## src/rtl/mps_pkg.sv

```systemverilog
// Shared types, constants and helpers for the MQTT packet serializer.
// Used by the front end, the command queue, the byte sequencer and the top level.
// No dependencies.
package mps_pkg;

  // Field widths of the streaming channels.
  localparam int unsigned KIND_W      = 2;
  localparam int unsigned SLEN_W      = 16;
  localparam int unsigned PLEN_W      = 28;
  localparam int unsigned WORD_W      = 16;
  localparam int unsigned BYTE_W      = 8;
  localparam int unsigned STATUS_W    = 2;
  localparam int unsigned IN_TDATA_W  = 72;
  localparam int unsigned OUT_TDATA_W = 8;
  localparam int unsigned OUT_TUSER_W = 3;

  // Remaining length is computed one bit wider than the largest legal value.
  localparam int unsigned REM_W = PLEN_W + 1;

  // Remaining-length digits carry seven bits each.
  localparam int unsigned DIGIT_W = 7;

  // Command queue geometry.
  localparam int unsigned CMD_DEPTH = 4;
  localparam int unsigned CMD_PTR_W = 2;
  localparam int unsigned CMD_CNT_W = 3;

  // Input action codes.
  localparam logic ACT_BEGIN = 1'b0;
  localparam logic ACT_BODY  = 1'b1;

  // Packet kinds.
  localparam logic [KIND_W-1:0] KIND_CONNECT   = 2'd0;
  localparam logic [KIND_W-1:0] KIND_SUBSCRIBE = 2'd1;
  localparam logic [KIND_W-1:0] KIND_PUBLISH   = 2'd2;
  localparam logic [KIND_W-1:0] KIND_UNKNOWN   = 2'd3;

  // Result status codes.
  localparam logic [STATUS_W-1:0] STATUS_OK         = 2'd0;
  localparam logic [STATUS_W-1:0] STATUS_TOO_LONG   = 2'd1;
  localparam logic [STATUS_W-1:0] STATUS_UNEXPECTED = 2'd2;

  // Fixed header type bytes.
  localparam logic [BYTE_W-1:0] TYPE_CONNECT   = 8'h10;
  localparam logic [BYTE_W-1:0] TYPE_SUBSCRIBE = 8'h82;
  localparam logic [BYTE_W-1:0] TYPE_PUBLISH   = 8'h32;

  // CONNECT variable header bytes.
  localparam logic [BYTE_W-1:0] PROTO_LEVEL   = 8'h04;
  localparam logic [BYTE_W-1:0] CONNECT_FLAGS = 8'h02;
  localparam logic [BYTE_W-1:0] NAME_LEN_LO   = 8'h04;
  localparam logic [BYTE_W-1:0] ZERO_BYTE     = 8'h00;

  // Remaining length added to the string length for each kind.
  localparam logic [REM_W-1:0] REM_BASE_CONNECT   = 29'd12;
  localparam logic [REM_W-1:0] REM_BASE_SUBSCRIBE = 29'd5;
  localparam logic [REM_W-1:0] REM_BASE_PUBLISH   = 29'd4;

  // Positions in the fixed variable-header run. The last two carry the 16-bit word.
  localparam int unsigned FIX_IDX_W = 4;
  localparam logic [FIX_IDX_W-1:0] FIX_FIRST_IDX = 4'd0;
  localparam logic [FIX_IDX_W-1:0] FIX_WORD_HI   = 4'd8;
  localparam logic [FIX_IDX_W-1:0] FIX_WORD_LO   = 4'd9;

  // Operations passed from the front end to the byte sequencer.
  typedef enum logic [1:0] {
    OP_HEADER,
    OP_STRING,
    OP_PAYLOAD,
    OP_ERROR
  } op_t;

  // One queued command: everything the sequencer needs to emit its bytes.
  typedef struct packed {
    op_t                 op;
    logic [KIND_W-1:0]   kind;
    logic [PLEN_W-1:0]   rem;       // remaining length for a header
    logic [WORD_W-1:0]   word;      // keepalive or packet id
    logic [SLEN_W-1:0]   slen;      // string length prefix
    logic [BYTE_W-1:0]   data;      // body byte
    logic                tail;      // the string ends with this command
    logic                pay_zero;  // no payload follows the string
    logic [STATUS_W-1:0] status;    // error status
    logic                pend;      // byte ends the packet (payload and error)
  } cmd_t;

  // Fixed CONNECT bytes: protocol name with its length, level and flags.
  function automatic logic [BYTE_W-1:0] connect_byte(input logic [FIX_IDX_W-1:0] idx);
    logic [BYTE_W-1:0] b;
    unique case (idx)
      4'd0:    b = ZERO_BYTE;
      4'd1:    b = NAME_LEN_LO;
      4'd2:    b = 8'h4D;  // 'M'
      4'd3:    b = 8'h51;  // 'Q'
      4'd4:    b = 8'h54;  // 'T'
      4'd5:    b = 8'h54;  // 'T'
      4'd6:    b = PROTO_LEVEL;
      4'd7:    b = CONNECT_FLAGS;
      default: b = ZERO_BYTE;
    endcase
    return b;
  endfunction

endpackage

```

## src/rtl/mqtt_packet_serializer.sv

```systemverilog
// Top level of the MQTT 3.1.1 packet serializer (CONNECT, SUBSCRIBE, PUBLISH QoS 1).
// Instantiates the front end, the command queue and the byte sequencer; uses mps_pkg.
//
// Usage: the input channel carries one request per transfer. in_tuser says whether
// it begins a packet (0) or carries one body byte (1). A begin request gives the
// kind, string length, payload length and the keepalive or packet id; body
// requests then bring the client id or topic bytes and any publish payload.
// The output channel carries one wire byte per transfer; out_tlast marks the last
// byte of a packet, out_tuser carries the last-result flag of the request and a
// status (too long, unexpected byte), with a zero byte on every error result.
// Throughput: one request can be accepted every cycle while the four-entry command
// queue has room; the sequencer emits one byte per cycle while out_tready is high.
// A body request yields one byte, two when it closes a subscribe topic and three
// when it closes a publish topic; a begin yields up to 16 bytes for a CONNECT.
// A request's first byte passes through the command queue and the output register.
// When the receiver stalls, the output register holds its byte, the sequencer
// waits, and the queue fills until in_tready drops. Reset clears the packet
// phase, the queue and the output register; no packet is in progress.
module mqtt_packet_serializer (
  input  logic                             clk,
  input  logic                             rst_n,
  input  logic                             in_tvalid,
  output logic                             in_tready,
  // kind[1:0], string_length[17:2], payload_length[45:18], packet_word[61:46],
  // data_byte[69:62], zero fill[71:70]
  input  logic [mps_pkg::IN_TDATA_W-1:0]   in_tdata,
  // action[0]
  input  logic                             in_tuser,
  output logic                             out_tvalid,
  input  logic                             out_tready,
  // out_byte[7:0]
  output logic [mps_pkg::OUT_TDATA_W-1:0]  out_tdata,
  output logic                             out_tlast,
  // run_last[0], status[2:1]
  output logic [mps_pkg::OUT_TUSER_W-1:0]  out_tuser
);

  logic          cmd_full;
  logic          cmd_push;
  logic          cmd_pop;
  logic          cmd_valid;
  mps_pkg::cmd_t cmd_in;
  mps_pkg::cmd_t cmd_head;

  // Request classification and packet state.
  mps_front u_front (
    .clk       (clk),
    .rst_n     (rst_n),
    .in_tvalid (in_tvalid),
    .in_tready (in_tready),
    .in_tdata  (in_tdata),
    .in_tuser  (in_tuser),
    .cmd_full  (cmd_full),
    .cmd_push  (cmd_push),
    .cmd_data  (cmd_in)
  );

  // Decoupling queue.
  mps_cmd_fifo u_fifo (
    .clk       (clk),
    .rst_n     (rst_n),
    .push      (cmd_push),
    .push_data (cmd_in),
    .full      (cmd_full),
    .pop       (cmd_pop),
    .valid     (cmd_valid),
    .head      (cmd_head)
  );

  // Byte generation and output register.
  mps_back u_back (
    .clk        (clk),
    .rst_n      (rst_n),
    .cmd_valid  (cmd_valid),
    .cmd        (cmd_head),
    .cmd_pop    (cmd_pop),
    .out_tvalid (out_tvalid),
    .out_tready (out_tready),
    .out_tdata  (out_tdata),
    .out_tlast  (out_tlast),
    .out_tuser  (out_tuser)
  );

endmodule

```

## src/rtl/mps_front.sv

```systemverilog
// Front end of the MQTT packet serializer: accepts input requests, tracks the
// packet phase and turns each request into one command for the byte sequencer.
// Depends on mps_pkg.
module mps_front (
  input  logic                             clk,
  input  logic                             rst_n,
  input  logic                             in_tvalid,
  output logic                             in_tready,
  input  logic [mps_pkg::IN_TDATA_W-1:0]   in_tdata,
  input  logic                             in_tuser,
  input  logic                             cmd_full,
  output logic                             cmd_push,
  output mps_pkg::cmd_t                    cmd_data
);

  typedef enum logic [1:0] {
    PH_IDLE,
    PH_STRING,
    PH_PAYLOAD
  } phase_t;

  phase_t                         phase_r, phase_nxt;
  logic [mps_pkg::KIND_W-1:0]     kind_r, kind_nxt;
  logic [mps_pkg::SLEN_W-1:0]     string_left_r, string_left_nxt;
  logic [mps_pkg::PLEN_W-1:0]     payload_left_r, payload_left_nxt;
  logic [mps_pkg::WORD_W-1:0]     word_r, word_nxt;

  logic                           accept;
  logic [mps_pkg::KIND_W-1:0]     f_kind;
  logic [mps_pkg::SLEN_W-1:0]     f_slen;
  logic [mps_pkg::PLEN_W-1:0]     f_plen;
  logic [mps_pkg::WORD_W-1:0]     f_word;
  logic [mps_pkg::BYTE_W-1:0]     f_data;
  logic [mps_pkg::REM_W-1:0]      rem_base;
  logic [mps_pkg::REM_W-1:0]      rem_sum;
  logic [mps_pkg::SLEN_W-1:0]     string_dec;
  logic [mps_pkg::PLEN_W-1:0]     payload_dec;

  // Unpack the request fields.
  assign f_kind = in_tdata[1:0];
  assign f_slen = in_tdata[17:2];
  assign f_plen = in_tdata[45:18];
  assign f_word = in_tdata[61:46];
  assign f_data = in_tdata[69:62];

  // A request is taken whenever the command queue has room.
  assign in_tready = !cmd_full;
  assign accept    = in_tvalid && in_tready;
  assign cmd_push  = accept;

  // Remaining length of a new packet; the top bit flags an oversize packet.
  always_comb begin
    unique case (f_kind)
      mps_pkg::KIND_CONNECT:   rem_base = mps_pkg::REM_BASE_CONNECT;
      mps_pkg::KIND_SUBSCRIBE: rem_base = mps_pkg::REM_BASE_SUBSCRIBE;
      default:                 rem_base = mps_pkg::REM_BASE_PUBLISH;
    endcase
  end

  assign rem_sum = rem_base + mps_pkg::REM_W'(f_slen) +
                   ((f_kind == mps_pkg::KIND_PUBLISH) ? mps_pkg::REM_W'(f_plen)
                                                      : mps_pkg::REM_W'(0));

  assign string_dec  = string_left_r - 1'b1;
  assign payload_dec = payload_left_r - 1'b1;

  // Phase tracking and command building.
  always_comb begin
    phase_nxt        = phase_r;
    kind_nxt         = kind_r;
    string_left_nxt  = string_left_r;
    payload_left_nxt = payload_left_r;
    word_nxt         = word_r;
    cmd_data         = '0;
    cmd_data.op      = mps_pkg::OP_ERROR;
    cmd_data.status  = mps_pkg::STATUS_UNEXPECTED;

    if (accept) begin
      if (in_tuser == mps_pkg::ACT_BEGIN) begin
        if (f_kind == mps_pkg::KIND_UNKNOWN) begin
          phase_nxt       = PH_IDLE;
          cmd_data.op     = mps_pkg::OP_ERROR;
          cmd_data.status = mps_pkg::STATUS_UNEXPECTED;
          cmd_data.pend   = 1'b1;
        end else if (rem_sum[mps_pkg::REM_W-1]) begin
          phase_nxt       = PH_IDLE;
          cmd_data.op     = mps_pkg::OP_ERROR;
          cmd_data.status = mps_pkg::STATUS_TOO_LONG;
          cmd_data.pend   = 1'b1;
        end else begin
          kind_nxt         = f_kind;
          string_left_nxt  = f_slen;
          payload_left_nxt = (f_kind == mps_pkg::KIND_PUBLISH) ? f_plen : '0;
          word_nxt         = f_word;
          cmd_data.op      = mps_pkg::OP_HEADER;
          cmd_data.status  = mps_pkg::STATUS_OK;
          cmd_data.kind    = f_kind;
          cmd_data.rem     = rem_sum[mps_pkg::PLEN_W-1:0];
          cmd_data.word    = f_word;
          cmd_data.slen    = f_slen;
          cmd_data.tail    = (f_slen == '0);
          cmd_data.pay_zero = (payload_left_nxt == '0);
          if (f_slen != '0) begin
            phase_nxt = PH_STRING;
          end else if (payload_left_nxt != '0) begin
            phase_nxt = PH_PAYLOAD;
          end else begin
            phase_nxt = PH_IDLE;
          end
        end
      end else begin
        unique case (phase_r)
          PH_STRING: begin
            string_left_nxt   = string_dec;
            cmd_data.op       = mps_pkg::OP_STRING;
            cmd_data.status   = mps_pkg::STATUS_OK;
            cmd_data.kind     = kind_r;
            cmd_data.word     = word_r;
            cmd_data.data     = f_data;
            cmd_data.tail     = (string_dec == '0);
            cmd_data.pay_zero = (payload_left_r == '0);
            if (string_dec == '0) begin
              phase_nxt = (kind_r == mps_pkg::KIND_PUBLISH && payload_left_r != '0)
                          ? PH_PAYLOAD : PH_IDLE;
            end
          end
          PH_PAYLOAD: begin
            payload_left_nxt = payload_dec;
            cmd_data.op      = mps_pkg::OP_PAYLOAD;
            cmd_data.status  = mps_pkg::STATUS_OK;
            cmd_data.data    = f_data;
            cmd_data.pend    = (payload_dec == '0);
            if (payload_dec == '0) begin
              phase_nxt = PH_IDLE;
            end
          end
          default: begin
            // Body byte outside a packet.
            cmd_data.op     = mps_pkg::OP_ERROR;
            cmd_data.status = mps_pkg::STATUS_UNEXPECTED;
            cmd_data.pend   = 1'b0;
          end
        endcase
      end
    end
  end

  // Packet state.
  always_ff @(posedge clk) begin
    if (!rst_n) begin
      phase_r        <= PH_IDLE;
      kind_r         <= '0;
      string_left_r  <= '0;
      payload_left_r <= '0;
      word_r         <= '0;
    end else begin
      phase_r        <= phase_nxt;
      kind_r         <= kind_nxt;
      string_left_r  <= string_left_nxt;
      payload_left_r <= payload_left_nxt;
      word_r         <= word_nxt;
    end
  end

endmodule

```

## src/rtl/mps_cmd_fifo.sv

```systemverilog
// Short command queue between the front end and the byte sequencer of the
// MQTT packet serializer. Depends on mps_pkg for the command type and depth.
module mps_cmd_fifo (
  input  logic          clk,
  input  logic          rst_n,
  input  logic          push,
  input  mps_pkg::cmd_t push_data,
  output logic          full,
  input  logic          pop,
  output logic          valid,
  output mps_pkg::cmd_t head
);

  mps_pkg::cmd_t                  mem_r [mps_pkg::CMD_DEPTH];
  logic [mps_pkg::CMD_PTR_W-1:0]  wr_ptr_r, rd_ptr_r;
  logic [mps_pkg::CMD_CNT_W-1:0]  count_r;

  assign full  = (count_r == mps_pkg::CMD_CNT_W'(mps_pkg::CMD_DEPTH));
  assign valid = (count_r != '0);
  assign head  = mem_r[rd_ptr_r];

  // Storage is written only when a request is pushed.
  always_ff @(posedge clk) begin
    if (push) begin
      mem_r[wr_ptr_r] <= push_data;
    end
  end

  // Pointers and fill count.
  always_ff @(posedge clk) begin
    if (!rst_n) begin
      wr_ptr_r <= '0;
      rd_ptr_r <= '0;
      count_r  <= '0;
    end else begin
      if (push) begin
        wr_ptr_r <= wr_ptr_r + 1'b1;
      end
      if (pop) begin
        rd_ptr_r <= rd_ptr_r + 1'b1;
      end
      if (push && !pop) begin
        count_r <= count_r + 1'b1;
      end else if (pop && !push) begin
        count_r <= count_r - 1'b1;
      end
    end
  end

endmodule

```

## src/rtl/mps_back.sv

```systemverilog
// Byte sequencer of the MQTT packet serializer: expands the command at the head
// of the queue into wire bytes, one per cycle unless the output is stalled.
// Depends on mps_pkg.
module mps_back (
  input  logic                               clk,
  input  logic                               rst_n,
  input  logic                               cmd_valid,
  input  mps_pkg::cmd_t                      cmd,
  output logic                               cmd_pop,
  output logic                               out_tvalid,
  input  logic                               out_tready,
  output logic [mps_pkg::OUT_TDATA_W-1:0]    out_tdata,
  output logic                               out_tlast,
  output logic [mps_pkg::OUT_TUSER_W-1:0]    out_tuser
);

  typedef enum logic [2:0] {
    B_FIRST,
    B_DIGIT,
    B_FIX,
    B_SLHI,
    B_SLLO,
    B_TAIL0,
    B_TAIL1
  } bst_t;

  bst_t                             st_r, st_nxt;
  logic [mps_pkg::PLEN_W-1:0]       rem_r, rem_nxt;
  logic [mps_pkg::FIX_IDX_W-1:0]    idx_r, idx_nxt;
  logic                             out_valid_r;
  logic [mps_pkg::BYTE_W-1:0]       out_byte_r, byte_v;
  logic                             run_last_r, run_last_v;
  logic                             end_r, end_v;
  logic [mps_pkg::STATUS_W-1:0]     status_r, status_v;

  logic                             advance;
  logic                             fire;
  logic                             more;

  // The output register takes a new byte when empty or when the receiver takes it.
  assign advance = !out_valid_r || out_tready;
  assign fire    = advance && cmd_valid;
  assign more    = (rem_r[mps_pkg::PLEN_W-1:mps_pkg::DIGIT_W] != '0);
  assign cmd_pop = fire && run_last_v;

  // Byte selection and next step for the current command.
  always_comb begin
    st_nxt     = st_r;
    rem_nxt    = rem_r;
    idx_nxt    = idx_r;
    byte_v     = mps_pkg::ZERO_BYTE;
    run_last_v = 1'b0;
    end_v      = 1'b0;
    status_v   = mps_pkg::STATUS_OK;

    unique case (st_r)
      B_FIRST: begin
        unique case (cmd.op)
          mps_pkg::OP_ERROR: begin
            status_v   = cmd.status;
            end_v      = cmd.pend;
            run_last_v = 1'b1;
          end
          mps_pkg::OP_PAYLOAD: begin
            byte_v     = cmd.data;
            end_v      = cmd.pend;
            run_last_v = 1'b1;
          end
          mps_pkg::OP_STRING: begin
            byte_v = cmd.data;
            if (!cmd.tail) begin
              run_last_v = 1'b1;
            end else if (cmd.kind == mps_pkg::KIND_CONNECT) begin
              end_v      = 1'b1;
              run_last_v = 1'b1;
            end else begin
              st_nxt = B_TAIL0;
            end
          end
          default: begin
            // Header: type byte, then the length digits.
            unique case (cmd.kind)
              mps_pkg::KIND_CONNECT:   byte_v = mps_pkg::TYPE_CONNECT;
              mps_pkg::KIND_SUBSCRIBE: byte_v = mps_pkg::TYPE_SUBSCRIBE;
              default:                 byte_v = mps_pkg::TYPE_PUBLISH;
            endcase
            rem_nxt = cmd.rem;
            st_nxt  = B_DIGIT;
          end
        endcase
      end
      B_DIGIT: begin
        // Seven bits a digit, least significant first, bit 7 marks more digits.
        byte_v  = {more, rem_r[mps_pkg::DIGIT_W-1:0]};
        rem_nxt = rem_r >> mps_pkg::DIGIT_W;
        if (!more) begin
          if (cmd.kind == mps_pkg::KIND_CONNECT) begin
            st_nxt  = B_FIX;
            idx_nxt = mps_pkg::FIX_FIRST_IDX;
          end else if (cmd.kind == mps_pkg::KIND_SUBSCRIBE) begin
            st_nxt  = B_FIX;
            idx_nxt = mps_pkg::FIX_WORD_HI;
          end else begin
            st_nxt = B_SLHI;
          end
        end
      end
      B_FIX: begin
        if (idx_r == mps_pkg::FIX_WORD_HI) begin
          byte_v = cmd.word[15:8];
        end else if (idx_r == mps_pkg::FIX_WORD_LO) begin
          byte_v = cmd.word[7:0];
        end else begin
          byte_v = mps_pkg::connect_byte(idx_r);
        end
        if (idx_r == mps_pkg::FIX_WORD_LO) begin
          st_nxt = B_SLHI;
        end else begin
          idx_nxt = idx_r + 1'b1;
        end
      end
      B_SLHI: begin
        byte_v = cmd.slen[15:8];
        st_nxt = B_SLLO;
      end
      B_SLLO: begin
        byte_v = cmd.slen[7:0];
        if (!cmd.tail) begin
          run_last_v = 1'b1;
        end else if (cmd.kind == mps_pkg::KIND_CONNECT) begin
          // An empty client id ends the packet on the length prefix.
          end_v      = 1'b1;
          run_last_v = 1'b1;
        end else begin
          st_nxt = B_TAIL0;
        end
      end
      B_TAIL0: begin
        if (cmd.kind == mps_pkg::KIND_SUBSCRIBE) begin
          // Requested QoS byte closes a subscribe.
          byte_v     = mps_pkg::ZERO_BYTE;
          end_v      = 1'b1;
          run_last_v = 1'b1;
        end else begin
          byte_v = cmd.word[15:8];
          st_nxt = B_TAIL1;
        end
      end
      B_TAIL1: begin
        byte_v     = cmd.word[7:0];
        end_v      = cmd.pay_zero;
        run_last_v = 1'b1;
      end
      default: begin
        run_last_v = 1'b1;
      end
    endcase

    if (run_last_v) begin
      st_nxt = B_FIRST;
    end
  end

  // Sequencer state and the output register.
  always_ff @(posedge clk) begin
    if (!rst_n) begin
      st_r        <= B_FIRST;
      out_valid_r <= 1'b0;
    end else begin
      if (fire) begin
        st_r <= st_nxt;
      end
      if (advance) begin
        out_valid_r <= cmd_valid;
      end
    end
  end

  always_ff @(posedge clk) begin
    if (fire) begin
      rem_r      <= rem_nxt;
      idx_r      <= idx_nxt;
      out_byte_r <= byte_v;
      run_last_r <= run_last_v;
      end_r      <= end_v;
      status_r   <= status_v;
    end
  end

  assign out_tvalid = out_valid_r;
  assign out_tdata  = out_byte_r;
  assign out_tlast  = end_r;
  assign out_tuser  = {status_r, run_last_r};

  // A command being expanded stays at the head of the queue.
  a_head_held: assert property (@(posedge clk) disable iff (!rst_n)
    (st_r != B_FIRST) |-> cmd_valid)
    else $error("sequencer mid-command with an empty queue");

  // Length digits only belong to a header command.
  a_digit_header: assert property (@(posedge clk) disable iff (!rst_n)
    (st_r == B_DIGIT) |-> (cmd.op == mps_pkg::OP_HEADER))
    else $error("length digit for a non-header command");

  // The packet id after the topic belongs to a publish.
  a_tail1_publish: assert property (@(posedge clk) disable iff (!rst_n)
    (st_r == B_TAIL1) |-> (cmd.kind == mps_pkg::KIND_PUBLISH))
    else $error("packet id tail outside a publish");

  // The fixed-header index never runs past the word bytes.
  a_fix_range: assert property (@(posedge clk) disable iff (!rst_n)
    (st_r == B_FIX) |-> (idx_r <= mps_pkg::FIX_WORD_LO))
    else $error("fixed header index out of range");

endmodule

```

## config.mk

```make
export PLATFORM = sky130hd
export DESIGN_NAME = mqtt_packet_serializer
export DESIGN_NICKNAME = d
export VERILOG_FILES = /design/src/rtl/mps_pkg.sv /design/src/rtl/mqtt_packet_serializer.sv /design/src/rtl/mps_front.sv /design/src/rtl/mps_cmd_fifo.sv /design/src/rtl/mps_back.sv
export SDC_FILE = /design/constraint.sdc
export NUM_CORES = 1
export LEC_CHECK = 0
export CORE_MARGIN = 10
export CORE_UTILIZATION = 40
export DETAILED_ROUTE_END_ITERATION = 8
export DONT_BUFFER_PORTS = 1
export PLACE_DENSITY = 0.56
export SYNTH_ARGS = -nofsm -noshare
export SYNTH_HDL_FRONTEND = slang
export SYNTH_HIERARCHICAL = 1
export SYNTH_SLANG_ARGS = --single-unit
```

## constraint.sdc

```tcl
create_clock -name clk -period 5.3 [get_ports clk]
set_input_delay 1.06 -clock clk [delete_from_list [all_inputs] [get_ports clk]]
set_output_delay 1.06 -clock clk [all_outputs]
set_load 0.03 [all_outputs]
```

# After elaboration in Yosys (flattened, before gate mapping)
# Memories as Yosys holds them, arrays and structs flattened. A register that Yosys moved wholly into a read port is not among the register bits.
# Index checks and enable logic that the tools add are counted.
[word_totals] memories=2 reg_bits=119 elab_cells=187 romBits=48 ramBits=308
[classes] n_bitwise=3 add_sub_neg=9 muxes=82 reduce_logical=41 eq_ne=34
[mem_list] name="u_fifo.mem_r" words=4 width=77 rd=1 rd_ports_with_merged_regs=1 write_ports=1 line="mps_cmd_fifo.sv:14" text="mps_pkg::cmd_t mem_r [mps_pkg::CMD_DEPTH];"
[mem_list] name="(name not given)" words=8 width=6 rd=1 rd_ports_with_merged_regs=1 write_ports=0 line="mps_pkg.sv:90" text="unique case (idx)"
[ops] cell="28-bit 2-to-1 mux" count=8
[ops] cell="62-bit 2-to-1 mux" count=2
[ops] cell="16-bit 2-to-1 mux" count=7
[ops] cell="28-bit logical NOT" count=3
[ops] cell="77-bit 2-to-1 mux" count=1
[ops] cell="28-bit case mux with 2 select lines" count=1
[ops] cell="8-bit case mux with 7 select lines" count=1
[ops] cell="28-bit nonzero test" count=2
[ops] cell="8-bit 2-to-1 mux" count=6
[ops] cell="2-bit 2-to-1 mux" count=17
[ops] cell="3-bit 2-to-1 mux" count=11
[ops] cell="16-bit logical NOT" count=2
[ops] cell="8-bit case mux with 2 select lines" count=2
[ops] cell="29-bit adder" count=1
[ops] cell="28-bit by 1-bit subtractor with 28-bit output, second input constant" count=1
[ops] cell="21-bit nonzero test" count=1
[ops] cell="4-bit 2-to-1 mux" count=5
[ops] cell="3-bit case mux with 6 select lines" count=1
[ops] cell="4-bit by 16-bit adder with 17-bit output" count=1
[ops] cell="4-bit case mux with 2 select lines" count=2
[ops] cell="4-bit AND reduction" count=4
[ops] cell="16-bit nonzero test" count=1
[ops] cell="16-bit by 1-bit subtractor with 16-bit output, second input constant" count=1
[ops] cell="3-bit by 2-bit != test with 1-bit output, second input constant" count=5
[ops] cell="34 further kinds" count=83

# Longest topological paths before layout
[logic_depth] ltp_word=9 mapped_depth=17 mapped_depth_nobuf=14

# Hierarchy
# Netlist, hierarchy kept.
[modules_own_cells] mod="mps_cmd_fifo" n_inst=1 cells_per_inst=446 area_per_inst_um2=11581.1 seq_area_each_um2=9429.0
[modules_own_cells] mod="mps_front" n_inst=1 cells_per_inst=889 area_per_inst_um2=6192.2 seq_area_each_um2=1281.2
[modules_own_cells] mod="mps_back" n_inst=1 cells_per_inst=335 area_per_inst_um2=3164.3 seq_area_each_um2=1521.5

# Worst setup path after synthesis
# No wires, ideal clock.
[synth_path] kind="input -> register" from="in in_tdata[1] (netlist name)" to="mem u_fifo/mem_r[0][50] (netlist name), data pin" slack_ns=0.597 path_stages=14 arrival_ns=4.494 path_buffers=4 setup_time_ns=0.209 cell_sequence="nor2b_1 clkbuf_1 clkbuf_1 and2_1 fa_1 ha_1 o21a_1 a211o_1 o21bai_1 a211oi_2 or2_2 buf_2 buf_1 nor3b_1"
[synth_lines] element="from (decl)" line="mqtt_packet_serializer.sv:26" text="input logic [mps_pkg::IN_TDATA_W-1:0] in_tdata,"
[synth_lines] element="to (decl)" line="mps_cmd_fifo.sv:14"

# Worst setup path in the final report
[layout_path] from="in in_tdata[1] (netlist name)" to="reg u_front/payload_left_r[6] (netlist name)"
[layout_between] elab_chain_len=6 word_cells_on_any_way=15 classes_between="add/sub (2); eq/ne (5); mux (6); reduce/logical (2)"
[layout_lines] element="2-bit by 1-bit equality test with 1-bit output / 2-bit logical NOT (equally long branches)" line="mps_front.sv:53" text="unique case (f_kind)"
[layout_lines] element="4-bit case mux with 2 select lines" line="mps_front.sv:53"
[layout_lines] element="4-bit by 16-bit adder with 17-bit output" line="mps_front.sv:60" text="assign rem_sum = rem_base + mps_pkg::REM_W'(f_slen) +"
[layout_lines] element="29-bit adder" line="mps_front.sv:60"
[layout_lines] element="2-bit != test (no source line)"
[layout_lines] element="4-bit AND reduction (no source line)"
[layout_lines] element="to (signal assigned)" line="mps_front.sv:160" text="payload_left_r <= payload_left_nxt;"
[layout_lines] element="to (decl)" line="mps_front.sv:25" text="logic [mps_pkg::PLEN_W-1:0] payload_left_r, payload_left_nxt;"
# Parallel ways exist; a longest one is shown, timed or not. The select of a mux whose other input is x is not followed.
# A chain may end at the register's enable or synchronous reset.

==> qor.yml <==
timing:
  slew_headroom: 0.305
  rsz0062_at_grt: "false"
  worst_slack_ps: 1030
  fin_tns_setup_ps: 0
  period_share: 0.806
  setup_viol: 0
  fin_worst_skew_ps: 14.2
  drv_slew: 0
  finalCriticalPeriod_ps: 4270
  fmaxAchievable_mhz: 234
  tightest_slew_ps: 1040
  finalHoldViolCount: 0
final_layout:
  nets: 1790
  finalInstanceArea_um2: 23100
  area_delta_synth_final_pct: 10.3
  drive_gt1_frac: 0.132
  antennaDiodeCount: 0
place:
  gp_congestion: 0.871
  port_buffers: 0
  dp_hpwl_mm: 36.8
  dp_slack_ps: 468
  place_area_um2: 21600
power:
  ir_worst_vdd_uv: 217
  cellLeakagePower_uw: 0.00809
  totalPowerFinal_uw: 10600
  p_per_area_nw_per_um2: 457
floorplan:
  start_util: 0.406
  die_h_um: 249
  core_area_um2: 51600
  num_rows: 83
  io_pins: 91
  fp.dieW_um: 249
  die-area_um2: 61900
detailed_routing:
  drt-total-wl_mm: 54.0
  avgViaCountPerCell: 5.67
  drt_iter0_drc: 1207
  dr.pass1.iters: 6
  drcViolationCount: 0
  antenna_left: 0
  vias: 13457
  routedWlPerCell_um: 22.8
logic_synthesis:
  synth_top_flop_cell: "edfxtp_1"
  synth_seq_area_share: 0.584
  synth_warnings: 6
  ys_async_sr_fraction: 0
  synth-edff-count: 352
  syn_avg_cell_area_um2: 12.5
  synth_cells: 1670
  yosysUniqueCellTypes: 93
  syn-num-nets: 1804
  yosys_register_bits: 435
  synth_area_um2: 20900
critical_path:
  crit_buf_inv: 3
  crit_path_end_kind: "register"
  crit_type: "in2reg"
  crit_path_start_kind: "input port"
  crit_chain: "nor2b_2 > buf_4 > and2_1 > ha_1 > ha_1 > o21a_1 > o221a_2 > o21bai_1 > a211oi_2 > nor2b_2 > o21a_2 > inv_2 > buf_4 > a21oi_1 > o221a_2"
  crit_required_ps: 5760
  crit_start: "in_tdata[1]"
  cpMaxStageDelayCell: "a211oi_2"
  cpPeakStageDelay_ps: 460
  critical_path_arrival_ps: 4740
  crit_family: "compound AO/OA/AOI/OAI gates"
  critPathMaxFanout: 26
run:
  maxCapViolations: 0
worst_hold_path:
  worst_hold_startpoint: "u_front/word_r[9]"
  min_path_type: "reg2reg"
global_routing:
  track_usage: 0.170
  grt-ovfl-total: 0
  grt_pass1_wl_mm: 82.3
  antenna_found_initial: 1
  grt_pass1_vias: 13334
  grt_max_degree: 94
clock_tree:
  ctsResizeCount: 0
  insertion_delay_ps: 580
  cts.sinks: 435
  cts_hold_buf: 0
  tritoncts: "yes"
  root_buffer: "clkbuf_16"
  clkTransAtPathRegs_ps: 60
  cts_buffers: 45
  htreeDepth: 2
  postCtsSetupRepairBufs: 0
  ctsLongestPathBuffers: 3
outcome:
  status: "complete, no violations"
==> logic make-up (layout without fill, tap and decap cells) <==
kind of cell             Yosys count  after routing  synth area share
AND/OR/NAND/NOR                  612            612             0.146
flip-flops                       435            435             0.584
AO/OA/AOI/OAI                    315            315             0.102
buffers and inverters            124            147            0.0275
multiplexers                      90             90            0.0893
adder cells (fa/ha/maj)           57             57            0.0355
XOR/XNOR                          37             37            0.0155
==> per-layer routing <==
| metal | vias to the layer above | wire length (um) | global-route usage |
|---|---|---|---|
| met5 | - | 0 | 0 |
| li1 | 6317 | - | - |
| met1 | 6623 | 23400 | 0.224 |
| met4 | 0 | 1940 | 0.0646 |
| met2 | 408 | 25200 | 0.271 |
| met3 | 109 | 3470 | 0.0348 |
==> sequential cells by signal, summed over array words and instances, names as in the netlist, named ones only <==
name	count
u_front/payload_left_r	28
u_front/string_left_r	16
u_back/idx_r	4
u_fifo/mem_r	308
u_back/out_tvalid	1
u_front/phase_r	2
u_front/word_r	16
u_front/kind_r	2
u_back/rem_r	28
u_fifo/wr_ptr_r	2
u_back/run_last_r	1
u_fifo/rd_ptr_r	2
u_back/out_tlast	1
u_back/st_r	3
u_back/out_tdata	8
u_back/status_r	2
u_fifo/count_r	3
==> where the power goes <==
part | internal [uW] | total (uW) | switching, uW
clock | 1850 | 3170 | 1320
combinational | 1140 | 2760 | 1620
sequential | 4260 | 4630 | 369
total | 7250 | 10600 | 3310
==> stage by stage <==
| step | cells | hold WS (ps) | util |
|---|---|---|---|
| 6_report | 2373 | 462 | 0.447 |
| 2_1_floorplan | 1670 | 444 | - |
| 3_5_place_dp | 2289 | 456 | 0.419 |
| 4_1_cts | 2373 | 465 | 0.447 |
| 5_1_grt | 2373 | 487 | 0.447 |
| 3_3_place_gp | 2289 | 449 | 0.419 |
==> path summary, 6_finish.rpt <==
check,endpoint,slack [ps],cells past startpoint
setup / recovery,u_front/payload_left_r[6],1030,15
hold / removal,u_front/word_r[9],460,2
hold reg to reg,u_front/word_r[9],460,2
setup reg to reg,u_fifo/count_r[2],1200,13
==> placed cells by master (no fill, tap or decap), drive strengths merged, types with 21 or more instances in the layout <==
master  instances
a21boi         27
a21oi          77
and2           64
and3           21
buf            22
clkbuf         66
dfxtp          83
edfxtp        352
ha             53
inv            40
mux4           77
nand2         234
nand3          30
nor2          108
nor3           39
nor4           27
o21ai          62
==> area by class of cell <==
cell class | instances | area (um2)
Sequential cell | 435 | 12200
Timing Repair Buffer | 22 | 215
Tap cell | 680 | 851
Inverter | 41 | 154
Fill cell | 4609 | 28500
Clock inverter | 18 | 190
Multi-Input combinational cell | 1111 | 8150
Clock buffer | 66 | 1300
==> worst register-to-register path, stage by stage, from the launching register on <==
cell       delay, ps
dfxtp_4          670
mux4_2           680
ha_1             270
or2_2            340
a21oi_1          130
a2bb2oi_1        430
nor2_1           190
inv_1             90
ha_1             170
inv_1             60
fa_1             370
xor2_1           180
or3_1            300
a21boi_0         150
==> cells in the mapped netlist (12+ instances only) <==
cell	count	area [um2]
nand2b_1	12	75.1
a221oi_1	16	140
xor2_1	17	149
xnor2_1	20	175
a21boi_0	27	203
a21oi_1	77	385
and2_1	62	388
buf_2	21	105
mux4_2	77	1730
o21ai_0	59	295
o22ai_1	20	125
nand3_1	29	145
clkbuf_1	52	195
edfxtp_1	352	10600
nand2_1	233	875
and3_1	19	119
ha_1	53	663
inv_1	37	139
nor2_1	108	405
dfxtp_1	83	1660
a21o_1	13	97.6
nor2b_1	17	106
nor4_1	24	150
nor3_1	35	175
Power figures use the tool's default switching activity.
